## config.mk

```make
export PLATFORM = sky130hd
export DESIGN_NAME = deque_with_remove_by_value_unit
export DESIGN_NICKNAME = d
export VERILOG_FILES = /design/src/dwrv_pkg.sv /design/src/dwrv_cell.sv /design/src/deque_with_remove_by_value_unit.sv
export VERILOG_INCLUDE_DIRS = /design/src /design/src/src
export SDC_FILE = /design/constraint.sdc
export NUM_CORES = 2
export LEC_CHECK = 0
export ABC_CLOCK_PERIOD_IN_PS = 3900
export BUFFER_PORTS_ARGS = -buffer_cell sky130_fd_sc_hd__buf_2
export CAP_MARGIN = 10
export CORE_ASPECT_RATIO = 1.4
export CORE_MARGIN = 1
export CORE_UTILIZATION = 50
export DETAILED_ROUTE_END_ITERATION = 7
export GPL_TIMING_DRIVEN = 0
export PLACE_DENSITY = 0.73
export REMOVE_ABC_BUFFERS = 1
export SYNTH_ARGS = -nofsm -noshare
export SYNTH_HDL_FRONTEND = slang
export SYNTH_SLANG_ARGS = --single-unit
```

## constraint.sdc

```tcl
create_clock -name clk -period 3.9 [get_ports clk]
set_input_delay 0.78 -clock clk [delete_from_list [all_inputs] [get_ports clk]]
set_output_delay 0.78 -clock clk [all_outputs]
set_load 0.01 [all_outputs]
```

## src/deque_with_remove_by_value_unit_macros.svh

```systemverilog
// Assertion macros for the deque unit.
`ifndef DEQUE_WITH_REMOVE_BY_VALUE_UNIT_MACROS_SVH
`define DEQUE_WITH_REMOVE_BY_VALUE_UNIT_MACROS_SVH

`ifndef SYNTH
`define DWRV_ASSERT_IMP(lbl, clk, rst_n, ante, cons) \
    lbl: assert property (@(posedge clk) disable iff (!rst_n) (ante) |-> (cons)) \
        else $error("deque assertion failed");
`define DWRV_ASSERT_NXT(lbl, clk, rst_n, ante, cons) \
    lbl: assert property (@(posedge clk) disable iff (!rst_n) (ante) |=> (cons)) \
        else $error("deque assertion failed");
`else
`define DWRV_ASSERT_IMP(lbl, clk, rst_n, ante, cons)
`define DWRV_ASSERT_NXT(lbl, clk, rst_n, ante, cons)
`endif

`endif

```

## src/dwrv_pkg.sv

```systemverilog
package dwrv_pkg;

    localparam int DEPTH   = 16;
    localparam int OCC_W   = $clog2(DEPTH + 1);
    localparam int DATA_W  = 32;
    localparam int ACT_W   = 3;
    localparam int STAT_W  = 2;
    localparam int COUNT_W = 5;

    localparam logic [ACT_W-1:0] ACT_PUSH_FRONT = 3'd0;
    localparam logic [ACT_W-1:0] ACT_PUSH_BACK  = 3'd1;
    localparam logic [ACT_W-1:0] ACT_POP_FRONT  = 3'd2;
    localparam logic [ACT_W-1:0] ACT_POP_BACK   = 3'd3;
    localparam logic [ACT_W-1:0] ACT_REMOVE     = 3'd4;
    localparam logic [ACT_W-1:0] ACT_FIND       = 3'd5;

    localparam logic [STAT_W-1:0] ST_DONE     = 2'd0;
    localparam logic [STAT_W-1:0] ST_EMPTY    = 2'd1;
    localparam logic [STAT_W-1:0] ST_NOTFOUND = 2'd2;
    localparam logic [STAT_W-1:0] ST_FULL     = 2'd3;

    typedef struct packed {
        logic [ACT_W-1:0]         action;
        logic signed [DATA_W-1:0] value;
    } req_item_t;

    typedef struct packed {
        logic [STAT_W-1:0]        status;
        logic signed [DATA_W-1:0] value_out;
        logic [COUNT_W-1:0]       count;
    } rsp_item_t;

    // per-transaction command broadcast to every cell
    typedef struct packed {
        logic                     push_front;
        logic                     push_back;
        logic                     pop_front;
        logic                     remove;
        logic signed [DATA_W-1:0] value;
    } cell_ctrl_t;

    // where a cell sits relative to the current occupancy
    typedef struct packed {
        logic in_use;
        logic is_last;
        logic is_free;
    } cell_pos_t;

endpackage

```

## src/dwrv_cell.sv

```systemverilog
module dwrv_cell (
    input  logic                             clk,
    input  dwrv_pkg::cell_ctrl_t             ctrl,
    input  dwrv_pkg::cell_pos_t              pos,
    input  logic signed [dwrv_pkg::DATA_W-1:0] left_data,
    input  logic signed [dwrv_pkg::DATA_W-1:0] right_data,
    input  logic                             hit_in,
    output logic signed [dwrv_pkg::DATA_W-1:0] data,
    output logic signed [dwrv_pkg::DATA_W-1:0] tail_data,
    output logic                             hit_out
);

    logic signed [dwrv_pkg::DATA_W-1:0] data_reg;
    logic signed [dwrv_pkg::DATA_W-1:0] data_next;
    logic                               match;

    assign match     = pos.in_use && (data_reg == ctrl.value);
    assign hit_out   = hit_in || match;
    assign data      = data_reg;
    assign tail_data = pos.is_last ? data_reg : '0;

    always_comb
    begin
        data_next = data_reg;
        if (ctrl.push_front)
        begin
            data_next = left_data;
        end
        else if (ctrl.push_back && pos.is_free)
        begin
            data_next = ctrl.value;
        end
        else if (ctrl.pop_front || (ctrl.remove && hit_out))
        begin
            data_next = right_data;
        end
    end

    always_ff @(posedge clk)
    begin
        data_reg <= data_next;
    end

endmodule

```

## src/deque_with_remove_by_value_unit.sv

```systemverilog
// Deque with remove-by-value, built as a row of DEPTH storage cells.
// Response: registered in the output register when the request is accepted.
// Throughput: one transaction per cycle unless rsp_stall holds a valid response;
// the cycle is bounded by the match chain through all cells for remove and find.
// Reset: rst_n asynchronous, active low; clears occupancy and the response valid.
// Cell contents are not reset and read only below occupancy.
`include "deque_with_remove_by_value_unit_macros.svh"

module deque_with_remove_by_value_unit (
    input  logic                  clk,
    input  logic                  rst_n,
    input  logic                  req_valid,
    output logic                  req_stall,
    input  dwrv_pkg::req_item_t   req_item,
    output logic                  rsp_valid,
    input  logic                  rsp_stall,
    output dwrv_pkg::rsp_item_t   rsp_item
);

    localparam int DEPTH  = dwrv_pkg::DEPTH;
    localparam int OCC_W  = dwrv_pkg::OCC_W;
    localparam int DATA_W = dwrv_pkg::DATA_W;

    logic [OCC_W-1:0]       occ_reg;
    logic [OCC_W-1:0]       occ_next;
    logic                   rsp_valid_reg;
    logic                   rsp_valid_next;
    dwrv_pkg::rsp_item_t    rsp_reg;
    dwrv_pkg::rsp_item_t    rsp_next;

    logic                   accept;
    logic                   full;
    logic                   empty;
    logic                   found;
    logic                   push_ok;
    logic                   rsp_is_empty;
    logic                   is_pf;
    logic                   is_pb;
    logic                   is_popf;
    logic                   is_popb;
    logic                   is_rem;
    logic                   is_find;
    logic signed [DATA_W-1:0] tail_val;

    dwrv_pkg::cell_ctrl_t     ctrl;
    logic signed [DATA_W-1:0] data_w [DEPTH];
    logic signed [DATA_W-1:0] tail_w [DEPTH];
    logic                     hit_w  [DEPTH+1];

    assign accept    = req_valid && !req_stall;
    assign req_stall = rsp_valid_reg && rsp_stall;
    assign rsp_valid = rsp_valid_reg;
    assign rsp_item  = rsp_reg;

    assign full  = (occ_reg == OCC_W'(DEPTH));
    assign empty = (occ_reg == '0);

    assign is_pf   = (req_item.action == dwrv_pkg::ACT_PUSH_FRONT);
    assign is_pb   = (req_item.action == dwrv_pkg::ACT_PUSH_BACK);
    assign is_popf = (req_item.action == dwrv_pkg::ACT_POP_FRONT);
    assign is_popb = (req_item.action == dwrv_pkg::ACT_POP_BACK);
    assign is_rem  = (req_item.action == dwrv_pkg::ACT_REMOVE);
    assign is_find = (req_item.action == dwrv_pkg::ACT_FIND);

    assign ctrl.push_front = accept && is_pf && !full;
    assign ctrl.push_back  = accept && is_pb && !full;
    assign ctrl.pop_front  = accept && is_popf && !empty;
    assign ctrl.remove     = accept && is_rem;
    assign ctrl.value      = req_item.value;

    assign push_ok      = ctrl.push_front || ctrl.push_back;
    assign rsp_is_empty = rsp_valid_reg && (rsp_reg.status == dwrv_pkg::ST_EMPTY);

    assign hit_w[0] = 1'b0;
    assign found    = hit_w[DEPTH];

    for (genvar i = 0; i < DEPTH; i++)
    begin : g_cell
        dwrv_pkg::cell_pos_t      pos;
        logic signed [DATA_W-1:0] left_d;
        logic signed [DATA_W-1:0] right_d;

        assign pos.in_use  = (OCC_W'(i) < occ_reg);
        assign pos.is_last = (OCC_W'(i + 1) == occ_reg);
        assign pos.is_free = (OCC_W'(i) == occ_reg);

        if (i == 0)
        begin : g_first
            assign left_d = req_item.value;
        end
        else
        begin : g_mid_l
            assign left_d = data_w[i-1];
        end

        if (i == DEPTH - 1)
        begin : g_last
            assign right_d = data_w[i];
        end
        else
        begin : g_mid_r
            assign right_d = data_w[i+1];
        end

        dwrv_cell u_cell (
            .clk        (clk),
            .ctrl       (ctrl),
            .pos        (pos),
            .left_data  (left_d),
            .right_data (right_d),
            .hit_in     (hit_w[i]),
            .data       (data_w[i]),
            .tail_data  (tail_w[i]),
            .hit_out    (hit_w[i+1])
        );
    end

    always_comb
    begin
        tail_val = '0;
        for (int k = 0; k < DEPTH; k++)
        begin
            tail_val = tail_val | tail_w[k];
        end
    end

    always_comb
    begin
        occ_next = occ_reg;
        if (push_ok)
        begin
            occ_next = occ_reg + OCC_W'(1);
        end
        else if (ctrl.pop_front || (accept && is_popb && !empty) || (ctrl.remove && found))
        begin
            occ_next = occ_reg - OCC_W'(1);
        end
    end

    always_comb
    begin
        rsp_next.status    = dwrv_pkg::ST_DONE;
        rsp_next.value_out = '0;
        if ((is_pf || is_pb) && full)
        begin
            rsp_next.status = dwrv_pkg::ST_FULL;
        end
        else if ((is_popf || is_popb) && empty)
        begin
            rsp_next.status = dwrv_pkg::ST_EMPTY;
        end
        else if ((is_rem || is_find) && !found)
        begin
            rsp_next.status = dwrv_pkg::ST_NOTFOUND;
        end
        else if (is_popf)
        begin
            rsp_next.value_out = data_w[0];
        end
        else if (is_popb)
        begin
            rsp_next.value_out = tail_val;
        end
        rsp_next.count = dwrv_pkg::COUNT_W'(occ_next);
    end

    assign rsp_valid_next = accept || (rsp_valid_reg && rsp_stall);

    always_ff @(posedge clk or negedge rst_n)
    begin
        if (!rst_n)
        begin
            occ_reg       <= '0;
            rsp_valid_reg <= 1'b0;
        end
        else
        begin
            occ_reg       <= occ_next;
            rsp_valid_reg <= rsp_valid_next;
        end
    end

    always_ff @(posedge clk)
    begin
        if (accept)
        begin
            rsp_reg <= rsp_next;
        end
    end

    `DWRV_ASSERT_IMP(a_occ_bound, clk, rst_n, 1'b1, occ_reg <= OCC_W'(DEPTH))
    `DWRV_ASSERT_NXT(a_push_grows, clk, rst_n, push_ok, occ_reg == $past(occ_reg) + OCC_W'(1))
    `DWRV_ASSERT_IMP(a_empty_count, clk, rst_n, rsp_is_empty, rsp_reg.count == '0)

endmodule

```

==> run metrics <==
Util after Layout=57.0%; maximum clock rate=253 MHz; # clock sinks=557; status=finished with violations; placed inst area=0.0408 mm^2; Initial Util=50.6%; peak supply drop=0.000375 V; Worst setup SP type=flip-flop; Max Slew Vio Count=0; initial DRC count=6421; Tightest Hold Check Type=input pin to flip-flop; H-tree depth=2; Worst setup EP type=flip-flop; Critical Path Max Stage Delay=0.86 ns; largest net degree at the start of global routing=53; Logic pwr share=20.7%; P_leak=12.9 nW; first-pass iteration count of the detailed router=6; fin cells=4813; PwrDens=393 mW/mm^2; Tmin final=3.95 ns; design area=0.0437 mm^2; core area=0.0766 mm^2; Int Power=11.5 mW; Clock Power Share=37.1%; switching power=5.73 mW; Placer Congestion=1.01; critical path cell sequence=inv_1, nand3_1, nor2_4, buf_4, a221oi_1, nand4_1, o21ai_0, a21oi_2; Final WS setup=-0.0517 ns; Syn Std Cell Area=0.0388 mm^2; max FFs per register=512; synth warn=0; CP Max Fanout=20; Sequential Power Share=42.2%; drt total wl=198 mm; Fill cells=6667; Post-DP HPWL=145 mm; total CTS buffers=61; Critical Path RT=4.32 ns; share of layout cells above drive strength 1=13.5%; synth unique cells=69; EDFF count, synth=551; Seq/Total Area, Yosys=43.1%; Power Total=17.2 mW; fin nets=3821; max-cap viol count=0; clock slew at reported path FFs=0.07 ns; CTS root buf=clkbuf_16; synthesized instance count=3841; wire per inst=41.1 um; Clock Tree Buf Depth=3; vias per cell=7.24; Crit Path Class=flip-flop to flip-flop; switching portion of total power=33.4%; flops & latches, synth=557; worst slew margin relative to its limit=14.7%; CP max-delay cell=dfrtp_2; # IOs=80; initial antenna violation count=11; Layout area overhead=12.7%; flip-flop and latch area=0.0167 mm^2; Die X=237 um; Post-synth top flop=edfxtp_1; vias in the first global route=32300; Skew-Pair Late Insertion Delay=0.68 ns; Tot GR Track Use=49.7%; first-pass GRT wire length=271 mm; Chip Height=332 um; final setup vio count=2; Final Skew=0.0179 ns; Slew @ Worst Pin=1.28 ns; area of the multi-input gates=0.0207 mm^2; die area=0.0787 mm^2; WP data arrival=4.37 ns; Residual DRC=0; Synth async-reset ratio=1.08%; synthesized area per cell=10.1 um^2; violated checks=setup timing; post-route ant nets=0; standard-cell row count=120; period utilisation layout=101%; grt total ovfl=0; placed insts=4645; CTS tree=built; Port Buffers=79; Vias=34900; Fin. Hold Viols=0
## per-stage QoR
stage               TNS, ns  hold slack [ns]  setup slack (ns)
floorplan                 -            0.484            -17.27
global placement          -            0.509            -28.14
detailed placement  -549.80            0.532             -1.65
CTS                       0            0.304            0.0224
global route        -0.0319            0.341           -0.0319
finish              -0.0693            0.324           -0.0517
## routing by layer
layer  routed length (um)  vias up  track usage (%)  share of wire (%)
met5                   42        -           0.0618              0.021
met4                21300        6             40.8                 11
met3                25400      834             17.1                 13
met2                83300     2984             72.1                 42
met1                67900    16900             59.5                 34
li1                     -    14200                -                  -
## placed cells by master, fill, tap and decap left out, drive strengths merged, types with 81 or more instances in the layout
cell	count
nand2	545
mux2i	452
nor2	88
nor4	118
xor2	265
clkbuf	81
xnor2	251
edfxtp	551
a22oi	117
o21ai	485
buf	215
nand4	136
## critical path: cells and delay by family (launching register included)
| kind | cells | cell delay, ns |
|---|---|---|
| AND/OR/NAND/NOR | 3 | 1.07 |
| buffers and inverters | 2 | 0.60 |
| AO/OA/AOI/OAI | 3 | 1.15 |
| flip-flops | 1 | 0.86 |
## logic make-up after synthesis
family	after synthesis	synth area share, %
and+or+nand+nor	1055	13.3
xor gates and xnor gates	516	11.7
muxes	514	13.5
AOI/OAI and AO/OA	827	13.4
DFF	557	43.1
adders and majority gates	5	0.161
buffers and inverters	367	4.90
## worst paths after layout
path	startpoint	end	slack (ns)	cells past startpoint
max in group asynchronous	rst_n	occ_reg[2]$_DFF_PN0_	3.26	2
hold / removal	req_valid	rsp_valid$_DFF_PN0_	0.32	2
setup reg to reg	occ_reg[4]$_DFF_PN0_	rsp_item[11]$_SDFFCE_PP0P_	-0.05	8
min in group asynchronous	rst_n	rsp_valid$_DFF_PN0_	0.47	2
setup / recovery	occ_reg[4]$_DFF_PN0_	rsp_item[11]$_SDFFCE_PP0P_	-0.05	8
hold reg to reg	rsp_valid$_DFF_PN0_	rsp_valid$_DFF_PN0_	0.56	2
## cells in the mapped netlist, drive strengths merged, types with 3 or more instances
| cell type | number | area (um^2) |
|---|---|---|
| edfxtp | 551 | 16500 |
| nand2 | 545 | 2060 |
| o21ai | 485 | 2430 |
| mux2i | 452 | 4520 |
| xor2 | 265 | 2320 |
| xnor2 | 251 | 2210 |
| buf | 181 | 1200 |
| clkbuf | 174 | 653 |
| nand4 | 136 | 851 |
| nor4 | 118 | 766 |
| a22oi | 117 | 878 |
| nor2 | 87 | 352 |
| a22o | 70 | 613 |
| mux2 | 62 | 698 |
| a221oi | 58 | 508 |
| nor3 | 49 | 368 |
| a21oi | 42 | 289 |
| nand3 | 41 | 205 |
| a221o | 13 | 130 |
| a31oi | 13 | 81.3 |
| or3 | 13 | 81.3 |
| inv | 12 | 45.0 |
| and3 | 11 | 68.8 |
| nand2b | 11 | 68.8 |
| nor4b | 9 | 78.8 |
| or4 | 7 | 56.3 |
| dfrtp | 6 | 150 |
| ha | 5 | 62.6 |
| nand4b | 5 | 43.8 |
| a211o | 4 | 35.0 |
| a211oi | 4 | 30.0 |
| nor2b | 4 | 25.0 |
| a2111oi | 3 | 26.3 |
| and4 | 3 | 26.3 |
| nor3b | 3 | 22.5 |
| nor4bb | 3 | 30.0 |
| o2111ai | 3 | 32.5 |
| o211ai | 3 | 22.5 |
| o21a | 3 | 22.5 |
## layout make-up
class | instances | share of cell area, %
diodes | 10 | 0.0573
well taps | 976 | 2.80
flip-flops and latches | 557 | 38.2
multi-input cells | 2920 | 47.3
inverters | 12 | 0.112
repair buffers | 225 | 6.67
clock buffers | 72 | 3.76
clock inverters | 41 | 1.04
## timing repair
action | in CTS | in global routing
setup endpoints to repair | 867 | 194
hold buffers | 1 | 0
cloned | 2 | 2
pin swaps | 15 | 7
buffers inserted | 27 | 14
gates resized for setup | 57 | 34
hold endpoints to repair | 6 | 0
## power by group through the flow
stage	sequential, mW	combinational [mW]	clock (mW)
floorplan	7.18	1.54	0
global placement	7.40	2.99	0
detailed placement	7.37	3.03	0
CTS	7.22	3.17	6.33
global route	7.24	3.55	6.50
finish	7.25	3.55	6.38
Power figures use the tool's default switching activity.
